<file path="src/design/ctpq_pkg.sv">
// shared constants, codes and control structs for the two-class packet queue
// no dependencies
package ctpq_pkg;

  localparam int QUEUE_DEPTH = 8;
  localparam int MAX_DATA    = 64;
  localparam int NUM_BUF     = 2 * QUEUE_DEPTH + 1;
  localparam int NUM_ENT     = 2 * QUEUE_DEPTH;
  localparam int BUF_W       = $clog2(NUM_BUF);
  localparam int ENT_W       = $clog2(NUM_ENT);
  localparam int PTR_W       = (QUEUE_DEPTH > 1) ? $clog2(QUEUE_DEPTH) : 1;
  localparam int CNT_W       = $clog2(QUEUE_DEPTH + 1);
  localparam int IDX_W       = (MAX_DATA > 1) ? $clog2(MAX_DATA) : 1;
  localparam int LEN_W       = $clog2(MAX_DATA + 1);
  localparam int ADDR_W      = $clog2(NUM_BUF * MAX_DATA);
  localparam int OLEN_W      = 7;

  typedef enum logic [1:0] {
    CMD_HEADER = 2'd0,
    CMD_DATA   = 2'd1,
    CMD_CSUM   = 2'd2,
    CMD_DEQ    = 2'd3
  } cmd_t;

  typedef enum logic [2:0] {
    ST_OK      = 3'd0,
    ST_BAD_SUM = 3'd1,
    ST_FULL    = 3'd2,
    ST_MALFORM = 3'd3,
    ST_EMPTY   = 3'd4,
    ST_ELEM    = 3'd5
  } status_t;

  typedef enum logic [2:0] {
    S_IDLE = 3'b001,
    S_RD   = 3'b010,
    S_LD   = 3'b100
  } state_t;

  typedef struct packed {
    logic take;
    logic deq_start;
    logic rd_en;
    logic load_elem;
    logic done;
  } ctrl_cmd_t;

  typedef struct packed {
    logic deq_ok;
    logic out_free;
    logic last_elem;
  } dp_status_t;

endpackage

</file>
<file path="src/design/ctpq_ctrl.sv">
// controller: input handshake and dequeue streaming sequence
// depends on ctpq_pkg
module ctpq_ctrl (
  input  logic                 clk,
  input  logic                 rst,
  input  logic                 in_valid,
  input  logic [1:0]           in_command,
  input  ctpq_pkg::dp_status_t dp_stat,
  output logic                 in_ready,
  output ctpq_pkg::ctrl_cmd_t  cmd
);

  ctpq_pkg::state_t state, state_next;

  always_comb begin
    state_next    = state;
    cmd           = '0;
    in_ready      = (state == ctpq_pkg::S_IDLE) && dp_stat.out_free;
    cmd.take      = in_valid && in_ready;
    cmd.deq_start = cmd.take && (in_command == ctpq_pkg::CMD_DEQ) && dp_stat.deq_ok;
    case (state)
      ctpq_pkg::S_IDLE: begin
        if (cmd.deq_start) state_next = ctpq_pkg::S_RD;
      end
      ctpq_pkg::S_RD: begin
        cmd.rd_en  = 1'b1;
        state_next = ctpq_pkg::S_LD;
      end
      ctpq_pkg::S_LD: begin
        if (dp_stat.out_free) begin
          cmd.load_elem = 1'b1;
          if (dp_stat.last_elem) begin
            cmd.done   = 1'b1;
            state_next = ctpq_pkg::S_IDLE;
          end else begin
            state_next = ctpq_pkg::S_RD;
          end
        end
      end
      default: state_next = ctpq_pkg::S_IDLE;
    endcase
  end

  always_ff @(posedge clk) begin
    if (rst) state <= ctpq_pkg::S_IDLE;
    else     state <= state_next;
  end

  a_no_take_busy: assert property (@(posedge clk) disable iff (rst)
    (state != ctpq_pkg::S_IDLE) |-> !cmd.take)
    else $error("input taken during dequeue stream");
  a_start_to_rd: assert property (@(posedge clk) disable iff (rst)
    cmd.deq_start |=> (state == ctpq_pkg::S_RD))
    else $error("dequeue start did not enter read");
  a_rd_to_ld: assert property (@(posedge clk) disable iff (rst)
    (state == ctpq_pkg::S_RD) |=> (state == ctpq_pkg::S_LD))
    else $error("read not followed by load");

endmodule

</file>
<file path="config.mk">
export PLATFORM = sky130hd
export DESIGN_NAME = ctpq_ctrl
export DESIGN_NICKNAME = d
export VERILOG_FILES = /design/src/design/ctpq_pkg.sv /design/src/design/ctpq_ctrl.sv
export SDC_FILE = /design/constraint.sdc
export NUM_CORES = 1
export LEC_CHECK = 0
export ABC_AREA = 0
export BUFFER_PORTS_ARGS = -buffer_cell sky130_fd_sc_hd__buf_2
export CORE_AREA = 5 5 42 44
export DETAILED_ROUTE_END_ITERATION = 8
export DIE_AREA = 0 0 47 49
export GPL_TIMING_DRIVEN = 0
export PLACE_DENSITY = 0.39
export SETUP_SLACK_MARGIN = 0.4
export SLEW_MARGIN = 30
export SYNTH_ARGS = -nofsm -noshare
export SYNTH_HDL_FRONTEND = slang
export SYNTH_SLANG_ARGS = --single-unit
</file>
<file path="constraint.sdc">
create_clock -name clk -period 2.3 [get_ports clk]
set_clock_uncertainty 0.05 [all_clocks]
set_input_delay 0.69 -clock clk [delete_from_list [all_inputs] [get_ports clk]]
set_output_delay 0.69 -clock clk [all_outputs]
set_load 0.01 [all_outputs]
</file>
==> results of run 1 <==
[cells by family after synthesis]
group	after synthesis
simple gates	17
compound gates	5
flops	3
buf+inv	1
[where the power goes]
group	internal, mW	leakage (nW)	switching [mW]
registers	0.0512	0.0255	0.000987
clock network	0.0651	0.0150	0.0287
logic	0.0166	0.138	0.0123
[worst reg2reg max path, delay by kind of cell, from the launching register on]
kind                   cells  cell delay (ps)
AOI/OAI and AO/OA          1               30
DFF                        1              340
buffers and inverters      1              120
and+or+nand+nor            2              680
[what timing repair did]
item,CTS,global route
resized for setup,10,4
hold buffers,0,0
endpoints found under the setup margin,5,4
buffers inserted,4,1
pin swaps,4,3
[layout by cell type, fill, tap and decap left out, drive strengths merged]
cell type and instances:
buf 18, clkbuf 4, and2 3, dfxtp 3, or2b 2, nor2 2, nor3b 2, nor3 2
a211oi 2, nand2b 1, and4 1, inv 1, a21oi 1, nor2b 1, nand2 1, and2b 1
o21ai 1, or4b 1, a2bb2oi 1
[Yosys cell counts, drive strengths merged]
master / number
and2: 3
dfxtp: 3
a211oi: 2
nor2: 2
nor3: 2
nor3b: 2
or2b: 2
a21oi: 1
a2bb2oi: 1
and2b: 1
and4: 1
inv: 1
nand2: 1
nand2b: 1
nor2b: 1
o21ai: 1
or4b: 1
[area by class of cell]
cell class	count	share of cell area (%)
Sequential cell	3	16.9
Inverter	1	0.920
Clock buffer	4	6.44
Multi-Input combinational cell	22	41.7
Timing Repair Buffer	18	29.1
Tap cell	16	4.91
[routing by layer]
metal | track usage, % | vias up | wire [um]
met3 | 1.85 | 0 | 52
met1 | 9.85 | 113 | 337
met5 | 0 | - | 0
met4 | 5.53 | 0 | 0
met2 | 9.95 | 7 | 277
li1 | - | 136 | -
[final timing paths]
| path | from | end | cells after the start |
|---|---|---|---|
| worst min register to register | state[0] | state[2] | 2 |
| worst max-delay path | dp_stat[1] | cmd[4] | 5 |
| worst max register to register | state[0] | state[0] | 4 |
| worst min-delay path | state[0] | state[2] | 2 |
==> results summary, run 1 <==
The net count after synthesis came out at 34. After layout, the minimum clock period comes to 1950 ps. The number of placement rows is 14. The register clock-pin slew on the reported worst setup and hold paths came out at 40 ps. The synthesized netlist devotes approximately 16% of its cell area to compound gates. The die covers 2300 sq um. In the final layout, the multi-input gates occupy roughly 170 sq um. STA classifies the critical path endpoint as an output port. The clock drives 3 sinks.

In this run the worst path has a maximum fanout of 4. The via count of the first global-routing pass came out at 296. After synthesis, the cell types taking the most area are dfxtp_1, and2_1, a211oi_1, nor3b_1, or2b_1. The first detailed-routing pass took 2 iterations.

The pin count of the biggest net entering global routing is 8. The H-tree depth came out at 1. The number of non-filler instances in the completed layout is 64. The number of buffers and inverters on the critical path is 2. The count of pins over their slew limit came out at 0.

Sequential cells were found to cover around 29% of the synthesized design area. state holds more flip-flops than any other register. The worst-case IR drop observed on VDD is 71.4 uV. After Yosys synthesis, full adders, half adders and majority gates account for 0% of the synthesized area. For the pin with the worst max-slew slack, the measured transition is 220 ps. The count of buffers from port buffering came out at 13.

The maximum buffer depth of the clock tree is 2. The total design power came out at 0.175 mW. The overall routed net length is 667 um. The kind of cell with the highest combined delay along the critical path is simple AND/OR/NAND/NOR gates. Once layout is complete, the utilization of the core stands at approximately 29%. The signal on the critical path passes through buf_8 > nand2b_4 > nor2_4 > and2_1 > buf_2. For this design, the slowest cell found on the critical path is nor2_4.

The worst stage delay on the critical path came out at 120 ps. The xor-xnor portion of the synthesized cell area came out at 0%. The detailed-route wire length per cell is 10.4 um. Fill cells in the final layout number 170. The placed instance count is 55.

The slack of the critical path came out at 348 ps. The max capacitance violation total is 0. After synthesis, the largest area contributor takes up between 20% and 30% of total cell area. The share of the clock period used by the worst path is around 85%. After synthesis the cells add up to 206 sq um. Pin placement for this block handled 14 I/O pins. The core region area is roughly 1400 sq um. Based on the critical path, the design can be clocked at up to 0.512 GHz. The via-per-instance ratio is about 4.0. The total area of sequential cells is about 69 sq um. The setup slack of the worst register-to-register path is around 940 ps. A synthesized cell averages 7.94 sq um.

The total number of vias came out at 256. The number of hold violations in the final report came out at 0. The number of nets still failing antenna checks after routing is 0. For this configuration, the core starts out at a cell density of 14.7%. The worst slack after detailed placement is between 200 and 250 ps. The number of antenna violations at the first check in global routing came out at 0. The number of buffers added by the clock tree synthesis step came out at 3.

The worst hold path belongs to the class flip-flop to flip-flop. After Yosys synthesis, and, or, nand and nor cells account for a little over half of the synthesized area. The TritonCTS clock tree is done. Setup violations remaining at the end of the flow were counted as 0. The worst setup path is of the input pin to output port kind. After synthesis, the largest family of logic cells by area is simple AND/OR/NAND/NOR gates. The distinct cell type count of the synthesized netlist came out at 17. The number of warnings reported in the yosys synthesis log came out at 0. Adding up every negative setup slack in the final design gives 0 ps. Dividing total power by cell area gives a power density of 429 nW/um^2. The root buffer cell is clkbuf_4.

After routing the design area is 408 sq um. The detailed router finished its first iteration with 2 violations. The register with the most flip-flops in the layout has 3 of them. The remaining global-route overflow came out at 0. In this run the cell area measured after placement is 297 sq um.

The required time of the critical path came out at approximately 1600 ps. After detailed routing, the number of remaining DRC violations is 0. Across every metal layer, demand over resource in global routing totals 7.45%.

The worst relative slew slack is 85.2%. The die extent in x is 47 um. The later pin in the worst-skew pair is clocked with a latency of 230 ps.

The worst setup path is launched from an input pin. The largest total area in the synthesized netlist belongs to dfxtp_1. The routability-driven placement congestion ratio is 0.670. The first global-routing pass estimated 1250 um of wire. The largest registers in the layout are state x3. The number of antenna diodes in the final layout is 0. The number of instances in the synthesized netlist came out at 26. The number of synthesized register bits came out at 3.

The leakage power figure is 0.179 nW. Setup repair after global routing could not meet its margin everywhere. The ratio of cells with drive above 1 in the final layout is between 60% and 70%.

The flow ran to the end, and the final reports show no timing, DRC or antenna violations. The portion of netlist area occupied by mux cells is 0%. The layout overhead on the synthesized area is 97.6%. The tightest hold margin is ~500 ps.

At the worst endpoint, the arrival time is 1210 ps. The final layout net count is 57. The vertical die dimension is 49 um.
(Power assumes the default switching activity.)
==> run 2, diff against run 1 <==
--- a/config.mk
+++ b/config.mk
@@ -11,7 +11,7 @@
 export DETAILED_ROUTE_END_ITERATION = 8
 export DIE_AREA = 0 0 47 49
 export GPL_TIMING_DRIVEN = 0
-export PLACE_DENSITY = 0.39
+export PLACE_DENSITY = 0.4
 export SETUP_SLACK_MARGIN = 0.4
 export SLEW_MARGIN = 30
 export SYNTH_ARGS = -nofsm -noshare
==> constraint.sdc (replaced) <==
create_clock -name clk -period 1.77 [get_ports clk]
set_clock_uncertainty 0.05 [all_clocks]
set_input_delay 0.531 -clock clk [delete_from_list [all_inputs] [get_ports clk]]
set_output_delay 0.531 -clock clk [all_outputs]
set_load 0.01 [all_outputs]
==> run 2 against run 1 <==
  * The flow now finishes with violations (negative setup slack)
  * Via count rose by 7.8%
  * Sequential share of layout area decreased by 1.8 points
  * Sequential power up 30%
  * Clock power is 28% higher
  * Cell count up 3.1%
  * Die area did not move
==> results summary, run 2 (synthesis gave the netlist of run 1 again) <==
The arrival time reported for the critical path endpoint is 1190 ps (-20 ps). The maximum buffer depth of the clock tree is 2 (unchanged). The largest registers in the layout are state x3. The number of buffers inserted by hold repair at cts came out at 0 (unchanged).

The final layout net count came out at 59 (+3.5%). The tightest hold margin is 441 ps (-59.7 ps). The iteration-0 DRC count of the detailed router was 5 (+3). state holds more flip-flops than any other register. The overall routed net length is 670 um (+0.45%). Subtracting the final worst setup slack from the clock period gives 1770 ps. The number of antenna violations at the first check in global routing is 0 (unchanged). The count of pins over their slew limit is 0 (unchanged). The H-tree depth is 1 (unchanged). The area growth from synthesis to layout is 122%. The antenna diode count is 0 (unchanged).

The count of buffers from port buffering came to 13 (unchanged). The number of fill cells is 161 (-5.3%). The via-per-instance ratio is 4.18 (+4.5%). The kind of cell with the highest combined delay along the critical path is simple AND/OR/NAND/NOR gates. The register clock-pin slew on the reported worst setup and hold paths was 40 ps (about the same). The maximum fanout along the worst path is 3 (-1). The required time of the critical path is 1190 ps (-370 ps).

The HPWL after detailed placement is 454 um. The layer flagged by global routing as most heavily used is met2. The final count of negative-setup-slack endpoints came out at 2 (+2).

The detailed-route wire length per cell is 10.2 um (-2.6%). The number of sinks handled by clock tree synthesis came to 3 (unchanged). The share of the clock period used by the worst path is 100%.

The worst slack after detailed placement came out at 41.4 ps (-190 ps). The flow ran to the end, but the final reports show violations. The pin count of the biggest net entering global routing came to 8 (unchanged). Leaving out fill and tap cells, the most frequent cell in the layout is buf_2. The starting density of the core came out at 14.7% (unchanged). The root buffer cell is clkbuf_4. The number of buffers added by the clock tree synthesis step came to 3 (unchanged).

The length of the first detailed-routing pass in iterations is 2 (unchanged). The TritonCTS clock tree is done. The number of placed I/O pins came to 14 (unchanged). The worst vdd rail ir drop is 259 uV (+260%).

The via count of the first global-routing pass came out at 280 (-5.4%). The top cell types in the final layout, fill and taps aside, are buf_2, buf_6, buf_4. The ratio of cells with drive above 1 in the final layout is 70.0% (+9.6 points). The leakage power figure came out at 0.196 nW (+9.8%). The slack of the critical path is -0.735 ps (-348 ps). The met2 layer usage reported by global route was 11.1% (+1.1 points). The vertical die dimension came out at 49 um (unchanged). The number of placement rows came to 14 (unchanged).

The path class of the tightest hold or removal check is input pin to flip-flop. The number of buffer and inverter stages on the critical path is 1 (-1). The share of total power in combinational logic is 19.1% (+2.6 points). The areal power density over the cells came out at 507 nW/um^2 (+18%).

The transition at the pin with the smallest max-transition slack is 184 ps (-36.1 ps). Setup repair after global routing could not meet its margin everywhere. The global-route wire length before repair came out at 1090 um (-13%). The net load switching power came out at 0.0547 mW (+30%). The met3 track demand over resource came out at 1.11% (-0.74 points). The remaining global-route overflow came to 0 (unchanged). The met1 usage is 6.55% (-3.3 points). The critical path is of the flip-flop to output port type. The number of nets still failing antenna checks after routing came out at 0 (unchanged). The worst-skew pair later-pin latency is 230 ps (about the same). The number of hold violations in the final report came to 0 (unchanged). The overall die area came out at 2300 sq um (unchanged).

The max capacitance violation total was 0 (unchanged). The sequential power share came out at 29.1% (-0.7 points). Walking the worst path, the cells encountered are or2b_1 > nor2_4 > and2_4 > buf_6. The highest clock frequency the design can meet is between 0.5 and 0.6 GHz.

The sum of negative setup slack came out at -0.915 ps (-0.915 ps). The aggregate global-route resource usage came out at 6.61% (-0.85 points). The share of power burned in the clock network came out at 51.7% (-1.9 points).

The count of unresolved DRC violations after routing came out at 0 (unchanged). The die extent in x was 47 um (unchanged). The highest-delay cell along the critical path is dfxtp_4. The worst stage delay on the critical path came out at 340 ps (+220 ps).

The total number of vias came out at 276 (+7.8%). The category of the worst setup path capture point is an output port. The worst relative slew slack came out at 87.7% (+2.4 points).

The core region area came out at 1400 sq um (unchanged). The final reports fail on negative setup slack. The routability-driven placement congestion ratio came to 0.707 (+5.6%). The worst setup path is launched from a flip-flop. The number of flip-flops in the largest register is 3 (unchanged).

The internal power component is 0.177 mW (+33%). The fraction of power spent switching nets is 23.6% (-0.45 points).
-- run 2: changes by cell type in the layout (fill, tap and decap cells not counted), moves of 2 or more --
cell | before | now
and2_1 | 2 | 0
and2_4 | 1 | 3
buf_2 | 11 | 9
buf_6 | 1 | 7
-- run 2: layout make-up --
cell class | instances | area (sq um) | share of cell area [%]
clock buffer | 4 | 26.3 | 5.74
timing repair buffer | 20 | 154 | 33.6
inverter | 1 | 3.75 | 0.820
tap | 16 | 20.0 | 4.37
multi-input combinational | 22 | 185 | 40.4
sequential | 3 | 68.8 | 15.0
-- run 2: final timing paths --
kind                                from       end  slack [ps]  cells past startpoint
worst max-delay path            state[0]    cmd[3]        -0.7                      4
worst min-delay path                 rst  state[2]         440                      2
worst max register to register  state[0]  state[0]         290                      6
worst min register to register  state[1]  state[2]         520                      2
-- run 2: power groups by stage --
stage / Combinational [mW] / Clock [mW] / Sequential, mW
floorplan: 0.0153 / 0 / 0.0713
global placement: 0.0301 / 0 / 0.0720
detailed placement: 0.0299 / 0 / 0.0718
CTS: 0.0389 / 0.126 / 0.0675
global route: 0.0482 / 0.129 / 0.0679
finish: 0.0443 / 0.120 / 0.0676
-- run 2: timing repair --
item,in CTS,in global routing
pin swaps,3,0
hold endpoints to repair,0,0
buffers inserted,5,2
endpoints found under the setup margin,7,7
resized for setup,9,5
-- run 2: stage by stage --
stage	std cells	utilization [%]	total power [mW]	cell area (sq um)
finish	66	32.7	0.232	458
global route	66	32.7	0.245	458
CTS	64	30.2	0.232	423
detailed placement	55	22.8	0.102	319
global placement	55	22.8	0.102	319
floorplan	26	-	0.0866	234
-- run 2: per-layer routing --
| metal | share of wire, % | wire, um |
|---|---|---|
| met5 | 0 | 0 |
| met4 | 0 | 0 |
| met3 | 0.75 | 5 |
| met2 | 60 | 402 |
| met1 | 39 | 262 |
==> run 3, diff against run 2 <==
--- a/config.mk
+++ b/config.mk
@@ -12,6 +12,7 @@
 export DIE_AREA = 0 0 47 49
 export GPL_TIMING_DRIVEN = 0
 export PLACE_DENSITY = 0.4
+export RECOVER_POWER = 25
 export SETUP_SLACK_MARGIN = 0.4
 export SLEW_MARGIN = 30
 export SYNTH_ARGS = -nofsm -noshare
==> run 3 against run 2 <==
  * The flow still finishes with violations (negative setup slack)
  * Via count unchanged
  * Die area unchanged
  * Wire length unchanged
  * Worst setup slack unchanged
  * Cell count unchanged
  * Core utilization shrank 0.27 points
  * Sequential share of layout area fell by 0.70 points
  * Largest power group unchanged
==> results summary, run 3 (synthesis gave the netlist of run 1 again) <==
Setup repair after global routing could not meet its margin everywhere. The core region area was 1400 sq um (unchanged). The count of unresolved DRC violations after routing was 0 (unchanged). The number of placed I/O pins is 14 (unchanged). The number of buffers added by the clock tree synthesis step came out at 3 (unchanged). The sum of negative setup slack is -0.915 ps (unchanged). The fraction of power spent switching nets came to 23.4% (-0.14 points). The final layout net count is 59 (unchanged). The register clock-pin slew on the reported worst setup and hold paths came out at 40 ps (about the same). The number of cell instances on the worst register-to-register path is 6 (unchanged). The transition at the pin with the smallest max-transition slack is 184 ps (unchanged). The worst stage delay on the critical path came to 340 ps (about the same). The leakage power figure came out at 0.196 nW (-0.41%). The H-tree depth is 1 (unchanged). The routability-driven placement congestion ratio came to 0.707 (unchanged). The overall die area came out at 2300 sq um (unchanged). The remaining global-route overflow came to 0 (unchanged). The via-per-instance ratio came to 4.18 (unchanged). The worst setup path is captured at an output port. The ratio of cells with drive above 1 in the final layout was 68.0% (-2.0 points). The most common library cell in the layout ignoring fill and taps is buf_2.

The finished layout cell area is 454 sq um (-0.82%). The worst setup path is launched from a flip-flop. The aggregate global-route resource usage is 6.61% (unchanged). The maximum buffer depth of the clock tree is 2 (unchanged). Tracing the worst setup path back leads to its startpoint at state[0]. The max capacitance violation total came to 0 (unchanged). The maximum fanout along the worst path is 3 (unchanged). TritonCTS built the clock tree. The tightest hold margin is 444 ps (+3.44 ps).

The worst register-to-register path begins at state[0]. The pin count of the biggest net entering global routing came to 8 (unchanged). The number of antenna violations at the first check in global routing is 0 (unchanged). The antenna diode count came out at 0 (unchanged).

The final count of negative-setup-slack endpoints was 2 (unchanged). The number of buffers inserted by hold repair at cts is 0 (unchanged). The slack of the critical path is -0.735 ps (unchanged). The worst relative slew slack was 87.7% (unchanged). The root buffer cell is clkbuf_4.

The top cell types in the final layout, fill and taps aside, are buf_2, buf_6, buf_4. In the final layout, the registers with the most flip-flops are state x3. The worst-skew pair later-pin latency came out at 230 ps (about the same). The area growth from synthesis to layout is 120%. The internal power component came out at 0.179 mW (+0.86%). The vertical die dimension came out at 49 um (unchanged).

The count of buffers from port buffering came out at 13 (unchanged). The tightest min-delay check is of the input pin to flip-flop type. The sequential power share is 29.6% (+0.5 points).

The endpoint identified for the worst register-to-register timing path is state[0]. The checks that failed: negative setup slack. The flow ran to the end, but the final reports show violations. The highest clock frequency the design can meet came out at 0.565 GHz (unchanged). The areal power density over the cells is 514 nW/um^2 (+1.5%). The setup slack of the worst register-to-register path came to 290 ps (about the same). The number of nets still failing antenna checks after routing came out at 0 (unchanged). The die extent in x was 47 um (unchanged).

Ranked by flip-flop count, first place goes to state. The detailed-route wire length per cell is 10.2 um (unchanged). The iteration-0 DRC count of the detailed router came out at 5 (unchanged).

The total number of vias came out at 276 (unchanged). Broken down by cell family, the worst path's largest delay share belongs to simple AND/OR/NAND/NOR gates. The cell area reported after detailed placement is 319 sq um (unchanged). The required time of the critical path is 1190 ps (about the same).

The minimum clock period after layout is 1770 ps (unchanged). On the critical path, the stage with the largest delay is an instance of dfxtp_4. The total stage count of the critical path is 4 (unchanged). The share of power burned in the clock network came out at 51.4% (-0.3 points). The count of pins over their slew limit came out at 0 (unchanged). The number of buffer and inverter stages on the critical path came to 1 (unchanged).

The starting density of the core is 14.7% (unchanged). The number of sinks handled by clock tree synthesis came to 3 (unchanged). Walking the worst path, the cells encountered are or2b_1 > nor2_4 > and2_4 > buf_6. The number of placement rows is 14 (unchanged). The arrival time reported for the critical path endpoint was 1190 ps (about the same). The type of the worst setup path is flip-flop to output port. The length of the first detailed-routing pass in iterations is 2 (unchanged). The share of the clock period used by the worst path came out at 100% (unchanged). The via count of the first global-routing pass came out at 280 (unchanged). The share of total power in combinational logic is 19.0% (about the same). The net load switching power came to 0.0547 mW (about the same). The worst vdd rail ir drop is 260 uV (+0.13%).

The most critical setup path has its endpoint at cmd[3]. The number of hold violations in the final report came out at 0 (unchanged). The overall routed net length is 670 um (unchanged).

The number of flip-flops in the largest register came out at 3 (unchanged). The global-route wire length before repair came to 1090 um (unchanged). The HPWL after detailed placement is 454 um (unchanged).
## run 3: how the worst min path moves through the flow
stage | depth (start not counted) | slack (ps) | endpoint | from
CTS | 2 | 430 | state[2] | rst
finish | 2 | 440 | state[1] | rst
detailed placement | 1 | 420 | state[2] | state[0]
floorplan | 1 | 380 | state[2] | state[0]
global route | 2 | 450 | state[1] | rst
global placement | 1 | 430 | state[2] | state[0]
## run 3: layout make-up
type	instances	area (sq um)
repair buffers	20	154
inverters	1	3.75
well taps	16	20.0
fillers	161	947
flip-flops and latches	3	65.1
multi-input cells	22	185
clock buffers	4	26.3
## run 3: per-layer routing
layer / up-vias / wire length (um) / global-route usage, %
met1: 132 / 262 / 6.55
li1: 142 / - / -
met4: 0 / 0 / 5.53
met2: 2 / 402 / 11.1
met5: - / 0 / 0
met3: 0 / 5 / 1.11
## run 3: stage by stage
stage | util, % | total power [mW] | cells | worst slack [ps]
floorplan | - | 0.0866 | 26 | 256
global placement | 22.8 | 0.102 | 55 | 45.7
detailed placement | 22.8 | 0.102 | 55 | 41.4
CTS | 30.2 | 0.232 | 64 | -11.4
global route | 32.4 | 0.247 | 66 | -54.0
finish | 32.4 | 0.234 | 66 | -0.735
## run 3: repair_timing
action | 4_1_cts | 5_1_grt
setup buffers | 5 | 2
pin swaps | 3 | 0
endpoints found under the setup margin | 7 | 7
resized for setup | 9 | 5
## run 3: power groups by stage
| stage | Clock, mW | Sequential [mW] | Combinational (mW) |
|---|---|---|---|
| finish | 0.120 | 0.0691 | 0.0443 |
| floorplan | 0 | 0.0713 | 0.0153 |
| CTS | 0.126 | 0.0675 | 0.0389 |
| detailed placement | 0 | 0.0718 | 0.0299 |
| global placement | 0 | 0.0720 | 0.0301 |
| global route | 0.129 | 0.0694 | 0.0482 |
